===== src/hw/rtl/arp_pkg.sv =====
package arp_pkg;

   localparam logic [7:0]  SEMITONES = 8'd12;
   localparam logic [7:0]  TOP_NOTE  = 8'd127;
   localparam logic [15:0] LFSR_MASK = 16'hB400;

   typedef enum logic [1:0] {
      OP_NOTE_ON  = 2'd0,
      OP_NOTE_OFF = 2'd1,
      OP_TICK     = 2'd2,
      OP_CLEAR    = 2'd3
   } op_type;

   typedef enum logic [1:0] {
      PAT_UP     = 2'd0,
      PAT_DOWN   = 2'd1,
      PAT_UPDOWN = 2'd2,
      PAT_RANDOM = 2'd3
   } pattern_type;

   typedef enum logic [1:0] {
      CSR_ENABLE  = 2'd0,
      CSR_PATTERN = 2'd1,
      CSR_OCTAVES = 2'd2,
      CSR_SEED    = 2'd3
   } csr_index_type;

   typedef enum logic [4:0] {
      ST_IDLE,
      ST_SCAN,
      ST_ADD,
      ST_OFF_MOVE,
      ST_REBUILD,
      ST_SORT,
      ST_EXPAND,
      ST_COPY_RD,
      ST_COPY_WR,
      ST_UD_RD,
      ST_UD_WR,
      ST_SH_LFSR,
      ST_SH_DIV,
      ST_SH_RD_TOP,
      ST_SH_RD_PICK,
      ST_SH_WR_TOP,
      ST_SH_WR_PICK,
      ST_FINISH,
      ST_TICK_RD,
      ST_TICK_OUT
   } state_type;

   typedef struct packed {
      logic [1:0] op;
      logic [6:0] note;
   } req_type;

   typedef struct packed {
      logic       has_note;
      logic [6:0] note_out;
   } rsp_type;

   function automatic logic [15:0] lfsr_step(input logic [15:0] s);
      logic [15:0] n;
      n = {1'b0, s[15:1]};
      if (s[0]) n = n ^ LFSR_MASK;
      return n;
   endfunction

endpackage


===== src/hw/rtl/arp_remainder.sv =====
module arp_remainder import arp_pkg::*; #(
   parameter int DIV_W = 8
) (
   input  logic             clock,
   input  logic             reset,
   input  logic             start,
   input  logic [15:0]      dividend,
   input  logic [DIV_W-1:0] divisor,
   output logic             done,
   output logic [DIV_W-1:0] remainder
);

   logic [DIV_W-1:0] rem_ff, rem_in;
   logic [15:0]      dv_ff, dv_in;
   logic [4:0]       cnt_ff, cnt_in;
   logic             busy_ff, busy_in;
   logic             done_ff, done_in;
   logic [DIV_W:0]   trial;

   // one restoring step per cycle, msb first
   always_comb begin
      rem_in  = rem_ff;
      dv_in   = dv_ff;
      cnt_in  = cnt_ff;
      busy_in = busy_ff;
      done_in = 1'b0;
      trial   = {rem_ff, dv_ff[15]};
      if (start) begin
         rem_in  = '0;
         dv_in   = dividend;
         cnt_in  = 5'd16;
         busy_in = 1'b1;
      end else if (busy_ff) begin
         if (trial >= {1'b0, divisor}) trial = trial - {1'b0, divisor};
         rem_in = trial[DIV_W-1:0];
         dv_in  = {dv_ff[14:0], 1'b0};
         cnt_in = cnt_ff - 5'd1;
         if (cnt_ff == 5'd1) begin
            busy_in = 1'b0;
            done_in = 1'b1;
         end
      end
   end

   always_ff @(posedge clock) begin
      if (reset) begin
         busy_ff <= 1'b0;
         done_ff <= 1'b0;
         cnt_ff  <= '0;
      end else begin
         busy_ff <= busy_in;
         done_ff <= done_in;
         cnt_ff  <= cnt_in;
      end
      rem_ff <= rem_in;
      dv_ff  <= dv_in;
   end

   assign done      = done_ff;
   assign remainder = rem_ff;

endmodule


===== src/hw/rtl/note_arpeggiator_top.sv =====
// Arpeggiator over a table of held notes. Drive start with an item while busy
// is low; a tick answers with one rsp_valid pulse that cannot be held off, so
// the receiver must take it in that cycle. Other ops give no result. A tick
// with no note answers from idle; one with a note first reads the sequence memory.
// A note on or off scans the held table (one entry per cycle), then, if the
// table changed, rebuilds: a selection sort over the held notes, octave
// expansion into the base table, a read and a write per sequence entry for
// the copy, and in random mode a shuffle that for each entry steps the LFSR,
// waits on the remainder unit, then reads and writes back two entries. A tick
// that wraps in random mode reshuffles the same way. busy stays high for all of it.
module note_arpeggiator_top import arp_pkg::*; #(
   parameter int HELD_DEPTH = 16,
   parameter int BASE_DEPTH = 64,
   parameter int SEQ_DEPTH  = 128
) (
   input  logic        clock,
   input  logic        reset,
   input  logic        start,
   output logic        busy,
   input  req_type     req_payload,
   output logic        rsp_valid,
   output rsp_type     rsp_payload,
   input  logic        csr_we,
   input  logic [1:0]  csr_index,
   input  logic [15:0] csr_wdata
);

   localparam int HIW = (HELD_DEPTH > 1) ? $clog2(HELD_DEPTH) : 1;
   localparam int HCW = $clog2(HELD_DEPTH + 1);
   localparam int BAW = (BASE_DEPTH > 1) ? $clog2(BASE_DEPTH) : 1;
   localparam int BCW = $clog2(BASE_DEPTH + 1);
   localparam int SAW = (SEQ_DEPTH > 1) ? $clog2(SEQ_DEPTH) : 1;
   localparam int LW  = $clog2(SEQ_DEPTH + 1);

   // configuration
   logic        enable_ff;
   logic [1:0]  pattern_ff;
   logic [2:0]  octaves_ff;
   logic [15:0] seed_ff;

   state_type   state_ff, state_in;
   logic [1:0]  op_ff, op_in;
   logic [6:0]  note_ff, note_in;
   logic [HCW-1:0] cnt_ff, cnt_in;
   logic [HCW-1:0] j_ff, j_in;
   logic [HCW-1:0] k_ff, k_in;
   logic [HIW-1:0] fidx_ff, fidx_in;
   logic [7:0]  prev_ff, prev_in;
   logic [7:0]  best_ff, best_in;
   logic [2:0]  oct_ff, oct_in;
   logic [7:0]  off_ff, off_in;
   logic [BCW-1:0] bc_ff, bc_in;
   logic [BCW-1:0] c_ff, c_in;
   logic [LW-1:0]  len_ff, len_in;
   logic [LW-1:0]  s_ff, s_in;
   logic [SAW-1:0] idx_ff, idx_in;
   logic [SAW-1:0] pick_ff, pick_in;
   logic [6:0]  tmp_ff, tmp_in;
   logic [15:0] rng_ff, rng_in;
   logic        rsp_valid_ff, rsp_valid_in;
   rsp_type     rsp_ff, rsp_in;

   logic [6:0]  held_ff [HELD_DEPTH];
   logic [6:0]  sorted_ff [HELD_DEPTH];
   logic        held_we, sorted_we;
   logic [HIW-1:0] held_waddr, sorted_waddr, held_raddr;
   logic [6:0]  held_wdata, sorted_wdata, held_rd;

   logic [6:0]  base_mem [BASE_DEPTH];
   logic        base_we;
   logic [BAW-1:0] base_waddr, base_raddr;
   logic [6:0]  base_wdata, base_q_ff;

   logic [6:0]  seq_mem [SEQ_DEPTH];
   logic        seq_we;
   logic [SAW-1:0] seq_waddr, seq_raddr;
   logic [6:0]  seq_wdata, seq_q_ff;

   logic        div_start, div_done;
   logic [15:0] div_dividend;
   logic [LW-1:0] div_rem;

   logic [HCW-1:0] cnt_m1;
   logic [7:0]  cand, best_nx, expand_t;
   logic [LW-1:0] idx_nx;
   logic [BCW-1:0] down_addr;

   arp_remainder #(.DIV_W(LW)) u_rem (
      .clock     (clock),
      .reset     (reset),
      .start     (div_start),
      .dividend  (div_dividend),
      .divisor   (s_ff),
      .done      (div_done),
      .remainder (div_rem)
   );

   assign cnt_m1       = cnt_ff - 1'b1;
   assign held_raddr   = (state_ff == ST_OFF_MOVE) ? cnt_m1[HIW-1:0] : j_ff[HIW-1:0];
   assign held_rd      = held_ff[held_raddr];
   assign cand         = {1'b0, held_rd};
   assign best_nx      = (cand >= prev_ff && cand < best_ff) ? cand : best_ff;
   assign expand_t     = {1'b0, sorted_ff[j_ff[HIW-1:0]]} + off_ff;
   assign idx_nx       = LW'(idx_ff) + 1'b1;
   assign down_addr    = bc_ff - 1'b1 - c_ff;
   assign div_dividend = lfsr_step(rng_ff);

   always_comb begin
      state_in     = state_ff;
      op_in        = op_ff;
      note_in      = note_ff;
      cnt_in       = cnt_ff;
      j_in         = j_ff;
      k_in         = k_ff;
      fidx_in      = fidx_ff;
      prev_in      = prev_ff;
      best_in      = best_ff;
      oct_in       = oct_ff;
      off_in       = off_ff;
      bc_in        = bc_ff;
      c_in         = c_ff;
      len_in       = len_ff;
      s_in         = s_ff;
      idx_in       = idx_ff;
      pick_in      = pick_ff;
      tmp_in       = tmp_ff;
      rng_in       = rng_ff;
      rsp_valid_in = 1'b0;
      rsp_in       = rsp_ff;
      held_we      = 1'b0;
      held_waddr   = cnt_ff[HIW-1:0];
      held_wdata   = note_ff;
      sorted_we    = 1'b0;
      sorted_waddr = k_ff[HIW-1:0];
      sorted_wdata = best_nx[6:0];
      base_we      = 1'b0;
      base_waddr   = bc_ff[BAW-1:0];
      base_wdata   = expand_t[6:0];
      base_raddr   = c_ff[BAW-1:0];
      seq_we       = 1'b0;
      seq_waddr    = len_ff[SAW-1:0];
      seq_wdata    = base_q_ff;
      seq_raddr    = idx_ff;
      div_start    = 1'b0;

      unique case (state_ff)
         ST_IDLE: begin
            if (start) begin
               op_in   = req_payload.op;
               note_in = req_payload.note;
               j_in    = '0;
               unique case (op_type'(req_payload.op))
                  OP_NOTE_ON: begin
                     state_in = (cnt_ff == '0) ? ST_ADD : ST_SCAN;
                  end
                  OP_NOTE_OFF: begin
                     if (cnt_ff != '0) state_in = ST_SCAN;
                  end
                  OP_TICK: begin
                     if (enable_ff && len_ff != '0 && LW'(idx_ff) < len_ff) begin
                        state_in = ST_TICK_RD;
                     end else begin
                        rsp_valid_in = 1'b1;
                        rsp_in       = '0;
                     end
                  end
                  OP_CLEAR: begin
                     cnt_in = '0;
                     len_in = '0;
                     idx_in = '0;
                     rng_in = (seed_ff == '0) ? 16'd1 : seed_ff;
                  end
                  default: ;
               endcase
            end
         end
         ST_SCAN: begin
            if (held_rd == note_ff) begin
               if (op_ff == OP_NOTE_ON) begin
                  state_in = ST_IDLE;
               end else begin
                  fidx_in  = j_ff[HIW-1:0];
                  state_in = ST_OFF_MOVE;
               end
            end else if (j_ff == cnt_m1) begin
               state_in = (op_ff == OP_NOTE_ON) ? ST_ADD : ST_IDLE;
            end else begin
               j_in = j_ff + 1'b1;
            end
         end
         ST_ADD: begin
            if (cnt_ff < HCW'(HELD_DEPTH)) begin
               held_we  = 1'b1;
               cnt_in   = cnt_ff + 1'b1;
               state_in = ST_REBUILD;
            end else begin
               state_in = ST_IDLE;
            end
         end
         ST_OFF_MOVE: begin
            // last entry fills the freed slot
            held_we    = 1'b1;
            held_waddr = fidx_ff;
            held_wdata = held_rd;
            cnt_in     = cnt_m1;
            state_in   = ST_REBUILD;
         end
         ST_REBUILD: begin
            len_in   = '0;
            j_in     = '0;
            k_in     = '0;
            prev_in  = '0;
            best_in  = 8'd128;
            bc_in    = '0;
            c_in     = '0;
            oct_in   = '0;
            off_in   = '0;
            state_in = (cnt_ff == '0) ? ST_FINISH : ST_SORT;
         end
         ST_SORT: begin
            // each pass picks the smallest note at or above the threshold
            if (j_ff == cnt_m1) begin
               sorted_we = 1'b1;
               prev_in   = best_nx + 8'd1;
               best_in   = 8'd128;
               j_in      = '0;
               if (k_ff == cnt_m1) begin
                  state_in = (octaves_ff == '0) ? ST_COPY_RD : ST_EXPAND;
               end else begin
                  k_in = k_ff + 1'b1;
               end
            end else begin
               best_in = best_nx;
               j_in    = j_ff + 1'b1;
            end
         end
         ST_EXPAND: begin
            if (expand_t <= TOP_NOTE && bc_ff < BCW'(BASE_DEPTH)) begin
               base_we = 1'b1;
               bc_in   = bc_ff + 1'b1;
            end
            if (j_ff == cnt_m1) begin
               j_in   = '0;
               oct_in = oct_ff + 3'd1;
               off_in = off_ff + SEMITONES;
               if (oct_ff == octaves_ff - 3'd1) state_in = ST_COPY_RD;
            end else begin
               j_in = j_ff + 1'b1;
            end
         end
         ST_COPY_RD: begin
            if (c_ff < bc_ff && len_ff < LW'(SEQ_DEPTH)) begin
               if (pattern_ff == PAT_DOWN) base_raddr = down_addr[BAW-1:0];
               state_in = ST_COPY_WR;
            end else if (pattern_ff == PAT_UPDOWN && bc_ff > BCW'(1)) begin
               c_in     = bc_ff - BCW'(2);
               state_in = ST_UD_RD;
            end else if (pattern_ff == PAT_RANDOM && len_ff > LW'(1)) begin
               s_in     = len_ff;
               state_in = ST_SH_LFSR;
            end else begin
               state_in = ST_FINISH;
            end
         end
         ST_COPY_WR: begin
            seq_we   = 1'b1;
            len_in   = len_ff + 1'b1;
            c_in     = c_ff + 1'b1;
            state_in = ST_COPY_RD;
         end
         ST_UD_RD: begin
            if (c_ff == '0 || len_ff >= LW'(SEQ_DEPTH)) begin
               state_in = ST_FINISH;
            end else begin
               state_in = ST_UD_WR;
            end
         end
         ST_UD_WR: begin
            seq_we   = 1'b1;
            len_in   = len_ff + 1'b1;
            c_in     = c_ff - 1'b1;
            state_in = ST_UD_RD;
         end
         ST_SH_LFSR: begin
            rng_in    = div_dividend;
            div_start = 1'b1;
            state_in  = ST_SH_DIV;
         end
         ST_SH_DIV: begin
            if (div_done) begin
               pick_in  = div_rem[SAW-1:0];
               state_in = ST_SH_RD_TOP;
            end
         end
         ST_SH_RD_TOP: begin
            seq_raddr = SAW'(s_ff - 1'b1);
            state_in  = ST_SH_RD_PICK;
         end
         ST_SH_RD_PICK: begin
            tmp_in    = seq_q_ff;
            seq_raddr = pick_ff;
            state_in  = ST_SH_WR_TOP;
         end
         ST_SH_WR_TOP: begin
            seq_we    = 1'b1;
            seq_waddr = SAW'(s_ff - 1'b1);
            seq_wdata = seq_q_ff;
            state_in  = ST_SH_WR_PICK;
         end
         ST_SH_WR_PICK: begin
            seq_we    = 1'b1;
            seq_waddr = pick_ff;
            seq_wdata = tmp_ff;
            s_in      = s_ff - 1'b1;
            state_in  = (s_ff > LW'(2)) ? ST_SH_LFSR : ST_FINISH;
         end
         ST_FINISH: begin
            if (LW'(idx_ff) >= len_ff) idx_in = '0;
            state_in = ST_IDLE;
         end
         ST_TICK_RD: begin
            state_in = ST_TICK_OUT;
         end
         ST_TICK_OUT: begin
            rsp_valid_in     = 1'b1;
            rsp_in.has_note  = 1'b1;
            rsp_in.note_out  = seq_q_ff;
            state_in         = ST_IDLE;
            if (idx_nx == len_ff) begin
               idx_in = '0;
               // wrap in random mode reshuffles
               if (pattern_ff == PAT_RANDOM && len_ff > LW'(1)) begin
                  s_in     = len_ff;
                  state_in = ST_SH_LFSR;
               end
            end else begin
               idx_in = idx_nx[SAW-1:0];
            end
         end
         default: state_in = ST_IDLE;
      endcase
   end

   always_ff @(posedge clock) begin
      if (reset) begin
         state_ff     <= ST_IDLE;
         enable_ff    <= 1'b0;
         pattern_ff   <= PAT_UP;
         octaves_ff   <= 3'd1;
         seed_ff      <= 16'd1;
         cnt_ff       <= '0;
         len_ff       <= '0;
         idx_ff       <= '0;
         rng_ff       <= 16'd1;
         rsp_valid_ff <= 1'b0;
      end else begin
         state_ff     <= state_in;
         cnt_ff       <= cnt_in;
         len_ff       <= len_in;
         idx_ff       <= idx_in;
         rng_ff       <= rng_in;
         rsp_valid_ff <= rsp_valid_in;
         if (csr_we) begin
            unique case (csr_index_type'(csr_index))
               CSR_ENABLE:  enable_ff  <= csr_wdata[0];
               CSR_PATTERN: pattern_ff <= csr_wdata[1:0];
               CSR_OCTAVES: octaves_ff <= csr_wdata[2:0];
               CSR_SEED:    seed_ff    <= csr_wdata;
               default: ;
            endcase
         end
      end
      op_ff   <= op_in;
      note_ff <= note_in;
      j_ff    <= j_in;
      k_ff    <= k_in;
      fidx_ff <= fidx_in;
      prev_ff <= prev_in;
      best_ff <= best_in;
      oct_ff  <= oct_in;
      off_ff  <= off_in;
      bc_ff   <= bc_in;
      c_ff    <= c_in;
      s_ff    <= s_in;
      pick_ff <= pick_in;
      tmp_ff  <= tmp_in;
      rsp_ff  <= rsp_in;
   end

   always_ff @(posedge clock) begin
      if (held_we) held_ff[held_waddr] <= held_wdata;
      if (sorted_we) sorted_ff[sorted_waddr] <= sorted_wdata;
   end

   always_ff @(posedge clock) begin
      if (base_we) base_mem[base_waddr] <= base_wdata;
      base_q_ff <= base_mem[base_raddr];
   end

   always_ff @(posedge clock) begin
      if (seq_we) seq_mem[seq_waddr] <= seq_wdata;
      seq_q_ff <= seq_mem[seq_raddr];
   end

   assign busy        = (state_ff != ST_IDLE);
   assign rsp_valid   = rsp_valid_ff;
   assign rsp_payload = rsp_ff;

endmodule


===== config.mk =====
export PLATFORM = sky130hd
export DESIGN_NAME = note_arpeggiator_top
export DESIGN_NICKNAME = d
export VERILOG_FILES = /design/src/hw/rtl/arp_pkg.sv /design/src/hw/rtl/arp_remainder.sv /design/src/hw/rtl/note_arpeggiator_top.sv
export SDC_FILE = /design/constraint.sdc
export NUM_CORES = 2
export LEC_CHECK = 0
export BUFFER_PORTS_ARGS = -buffer_cell sky130_fd_sc_hd__buf_2
export CORE_AREA = 2 2 335 403
export DETAILED_ROUTE_END_ITERATION = 10
export DIE_AREA = 0 0 337 405
export GPL_TIMING_DRIVEN = 0
export PLACE_DENSITY_LB_ADDON = 0.1
export SLEW_MARGIN = 15
export SYNTH_ARGS = -nofsm -noshare
export SYNTH_HDL_FRONTEND = slang
export SYNTH_SLANG_ARGS = --single-unit

===== constraint.sdc =====
create_clock -name clock -period 5.87 [get_ports clock]
set_input_delay 0 -clock clock [delete_from_list [all_inputs] [get_ports clock]]
set_output_delay 0 -clock clock [all_outputs]
set_load 0.02 [all_outputs]

==> flow_metrics.py <==
metrics = {
    "status": {
        "status": "complete, no violations",
    },
    "yosys": {
        "synthFlopType": "edfxtp_1",
        "syn_nets": 6089,
        "async_reset_ff_share_pct": 0,
        "synthSimpleGateAreaFrac_pct": 14.7,
        "syn_avg_cell_area_um2": 12.6,
        "ys_warn_count": 0,
        "synth_compound_area_share_pct": 8.85,
        "synth.area.mux_share_pct": 1.67,
        "ys_types": 89,
        "synth-xor-area-share_pct": 1.09,
        "synth_top_family_by_area": "simple AND/OR/NAND/NOR gates",
        "yosysSeqAreaShare_pct": 69.5,
        "synthAdderAreaFrac_pct": 1.50,
        "synth_edf_count": 1676,
        "synthCells": 5970,
        "ys_seq_elements": 1773,
        "syn_area_um2": 75200,
    },
    "floorplan": {
        "start_util_pct": 56.6,
        "core_area_um2": 133000,
        "die_w_um": 337,
        "die_h_um": 405,
        "dieArea_um2": 136000,
        "io_pins": 41,
        "rows": 147,
    },
    "clocking": {
        "cts_root_buf": "clkbuf_16",
        "cts_tree": "built",
        "clk_path_buf_depth": 3,
        "cts_inserted_buffers": 174,
        "cts.sinks": 1773,
        "htree_levels": 4,
        "cts.clk_slew.worst_paths_ns": 0.07,
        "insertion_delay_ns": 0.84,
    },
    "global_routing": {
        "grt_antenna_before_repair": 6,
        "grtUsageTotal_pct": 32.9,
        "grt_pass1_wl_mm": 326,
        "grt_pass1_vias": 49700,
        "overflow": 0,
        "grt_max_degree": 68,
    },
    "timing": {
        "timing.final.max_slew_violations": 0,
        "whs_ns": 0.0549,
        "post-route-min-period_ns": 5.77,
        "fin_crit_sh_pct": 98.3,
        "hold_violations": 0,
        "setup_slack_ns": 0.101,
        "fmax_ghz": 0.173,
        "worst_pin_slew_ns": 1.44,
        "skew_ns": 0.0331,
        "rsz0062_at_grt": "true",
        "finalSetupViolCount": 0,
        "slew_headroom_pct": 4.30,
    },
    "routing": {
        "wl_per_cell_um": 27.4,
        "drcViolationCount": 0,
        "routed_wl_mm": 226,
        "via_count": 52400,
        "drt-vias-per-instance": 6.36,
        "drtIter0Drc": 6852,
        "drtAntennaViolNets": 0,
        "dr.pass1.iters": 8,
    },
    "placement": {
        "dpl_worst_slack_ns": -1.09,
        "portBuffers": 40,
        "gp_congestion": 1.00,
        "placed_area_um2": 78300,
        "dp_hpwl_mm": 156,
    },
    "power_and_ir_drop": {
        "p_per_area_nw_per_um2": 434,
        "power.leakage_nw": 28.9,
        "ir_worst_vdd_v": 0.000509,
    },
    "layout": {
        "fillers": 9960,
        "fin_area_um2": 85400,
        "multi_input_comb_area_um2": 21600,
        "seq_area_um2": 52300,
        "area_growth_pct": 13.5,
        "drive_gt1_share_pct": 10.6,
        "fin_nets": 6414,
    },
    "worst_setup_path": {
        "start_kind": "register",
        "cp.arrival_ns": 6.40,
        "required_ns": 6.50,
        "crit_type": "reg2reg",
        "cp-end-kind": "register",
        "critical_path.max_fanout": 10,
    },
    "hold_path": {
        "hold_class": "in2reg",
    },
    "run": {
        "drv_cap": 0,
    },
}
## Yosys cell counts (all sizes together), types with 23 or more instances
| cell type | number | area share (%) |
|---|---|---|
| edfxtp | 1676 | 67 |
| xnor2 | 66 | 0.77 |
| a21oi | 203 | 1.4 |
| nand2 | 1437 | 7.2 |
| a32oi | 66 | 0.77 |
| or3 | 29 | 0.24 |
| nand4 | 25 | 0.21 |
| nor3 | 82 | 0.57 |
| o211ai | 23 | 0.23 |
| o22ai | 40 | 0.33 |
| a311oi | 161 | 1.9 |
| mux2i | 23 | 0.31 |
| a31oi | 45 | 0.37 |
| dfxtp | 97 | 2.6 |
| o21ai | 66 | 0.46 |
| a32o | 63 | 0.84 |
| clkbuf | 170 | 0.85 |
| nor2 | 332 | 1.7 |
| ha | 84 | 1.4 |
| nand3 | 451 | 3.0 |
| and2 | 32 | 0.27 |
| buf | 199 | 1.3 |
| xor2 | 28 | 0.33 |
| inv | 105 | 0.52 |
| mux4 | 41 | 1.2 |
| and3 | 87 | 0.72 |
| a22oi | 50 | 0.50 |
| a211oi | 64 | 0.64 |
## through the flow
step / utilization (%) / std cells / total power, W / TNS [ns]
finish: 64.2 / 8229 / 0.0371 / 0
global route: 64.2 / 8227 / 0.0381 / -5.46
CTS: 64.0 / 8226 / 0.0369 / -0.165
detailed placement: 58.9 / 7824 / 0.0257 / -210.95
global placement: 58.4 / 7798 / 0.0250 / -2047.72
floorplan: - / 5970 / 0.0218 / 0
## power by group
part           leakage, nW  internal [W]  switching [W]
sequential            15.8        0.0167       0.000209
combinational         10.4       0.00250        0.00642
clock                 2.75       0.00637        0.00491
## cell families after synthesis
| group | after synthesis |
|---|---|
| AO/OA/AOI/OAI | 909 |
| flip-flops | 1773 |
| XOR/XNOR | 94 |
| AND/OR/NAND/NOR | 2557 |
| adder cells (fa/ha/maj) | 88 |
| buffers and inverters | 476 |
| multiplexers | 73 |
## cell type report
type	count	area share, %
diodes	2	0.00586
plain buffers	367	1.91
clock buffers	213	5.35
clock inverters	107	1.30
inverters	107	0.470
multi-input cells	3721	25.3
flip-flops and latches	1773	61.2
well taps	1788	2.62
repair buffers	151	1.82
## final timing paths
| path | cells past startpoint | slack (ns) | to | startpoint |
|---|---|---|---|---|
| max | 11 | 0.10 | seq_q_ff[4]$_DFF_P_ | state_ff[4]$_SDFFE_PP0P_ |
| min | 4 | 0.05 | pattern_ff[1]$_SDFFE_PP0P_ | csr_wdata[1] |
| max reg2reg | 11 | 0.10 | seq_q_ff[4]$_DFF_P_ | state_ff[4]$_SDFFE_PP0P_ |
| min reg2reg | 2 | 0.45 | rng_ff[12]$_SDFFE_PP0P_ | rng_ff[12]$_SDFFE_PP0P_ |
## what timing repair did
action	CTS	global route
pin swaps	3	1
endpoints found under the hold margin	83	0
gates cloned	0	0
resized for setup	52	86
endpoints found under the setup margin	510	405
setup buffers	8	1
hold buffers	76	0
## registers in the layout (all words and copies together), names as in the netlist, 8 cells and up, named ones only
name and cells:
base_mem 448, best_ff 8, held_ff 112, len_ff 8, prev_ff 8, rng_ff 16, rsp_payload 8, s_ff 8
seed_ff 16, seq_mem 896, sorted_ff 112, u_rem.dv_ff 16, u_rem.remainder 8
## layer usage
metal	GRT usage (%)	vias to the layer above	wire length (µm)
met5	0	-	27
met2	51.2	2881	104000
met1	45.7	26000	89700
met3	6.42	558	22300
li1	-	22900	-
met4	13.8	4	10000
## worst max-delay path: stages (launching register included)
cell	delay [ns]
dfxtp_1	0.36
buf_2	0.20
nor3b_1	0.44
o21ai_1	0.30
buf_2	0.26
a22oi_1	0.93
clkbuf_1	0.77
clkbuf_1	0.74
a311oi_1	0.25
a31oi_1	0.40
a211oi_1	0.15
nor3_1	0.76
## layout by cell type (no fill, tap or decap), types with 26 or more instances in the layout
cell / count
edfxtp_1: 1676
nand2_1: 1426
nand3_1: 446
nor2_1: 292
a21oi_1: 197
clkbuf_1: 191
buf_2: 176
clkbuf_16: 176
a311oi_1: 161
inv_1: 103
dfxtp_1: 96
and3_1: 86
ha_1: 82
dlygate4sd3_1: 76
a32oi_1: 66
a211oi_1: 64
xnor2_1: 63
a32o_1: 63
o21ai_0: 55
nor3_1: 51
a22oi_1: 50
buf_1: 46
a31oi_1: 43
o22ai_1: 40
mux4_2: 39
and2_1: 32
clkinv_1: 32
or3_1: 29
xor2_1: 26
nor2_4: 26
(Power assumes the default switching activity.)
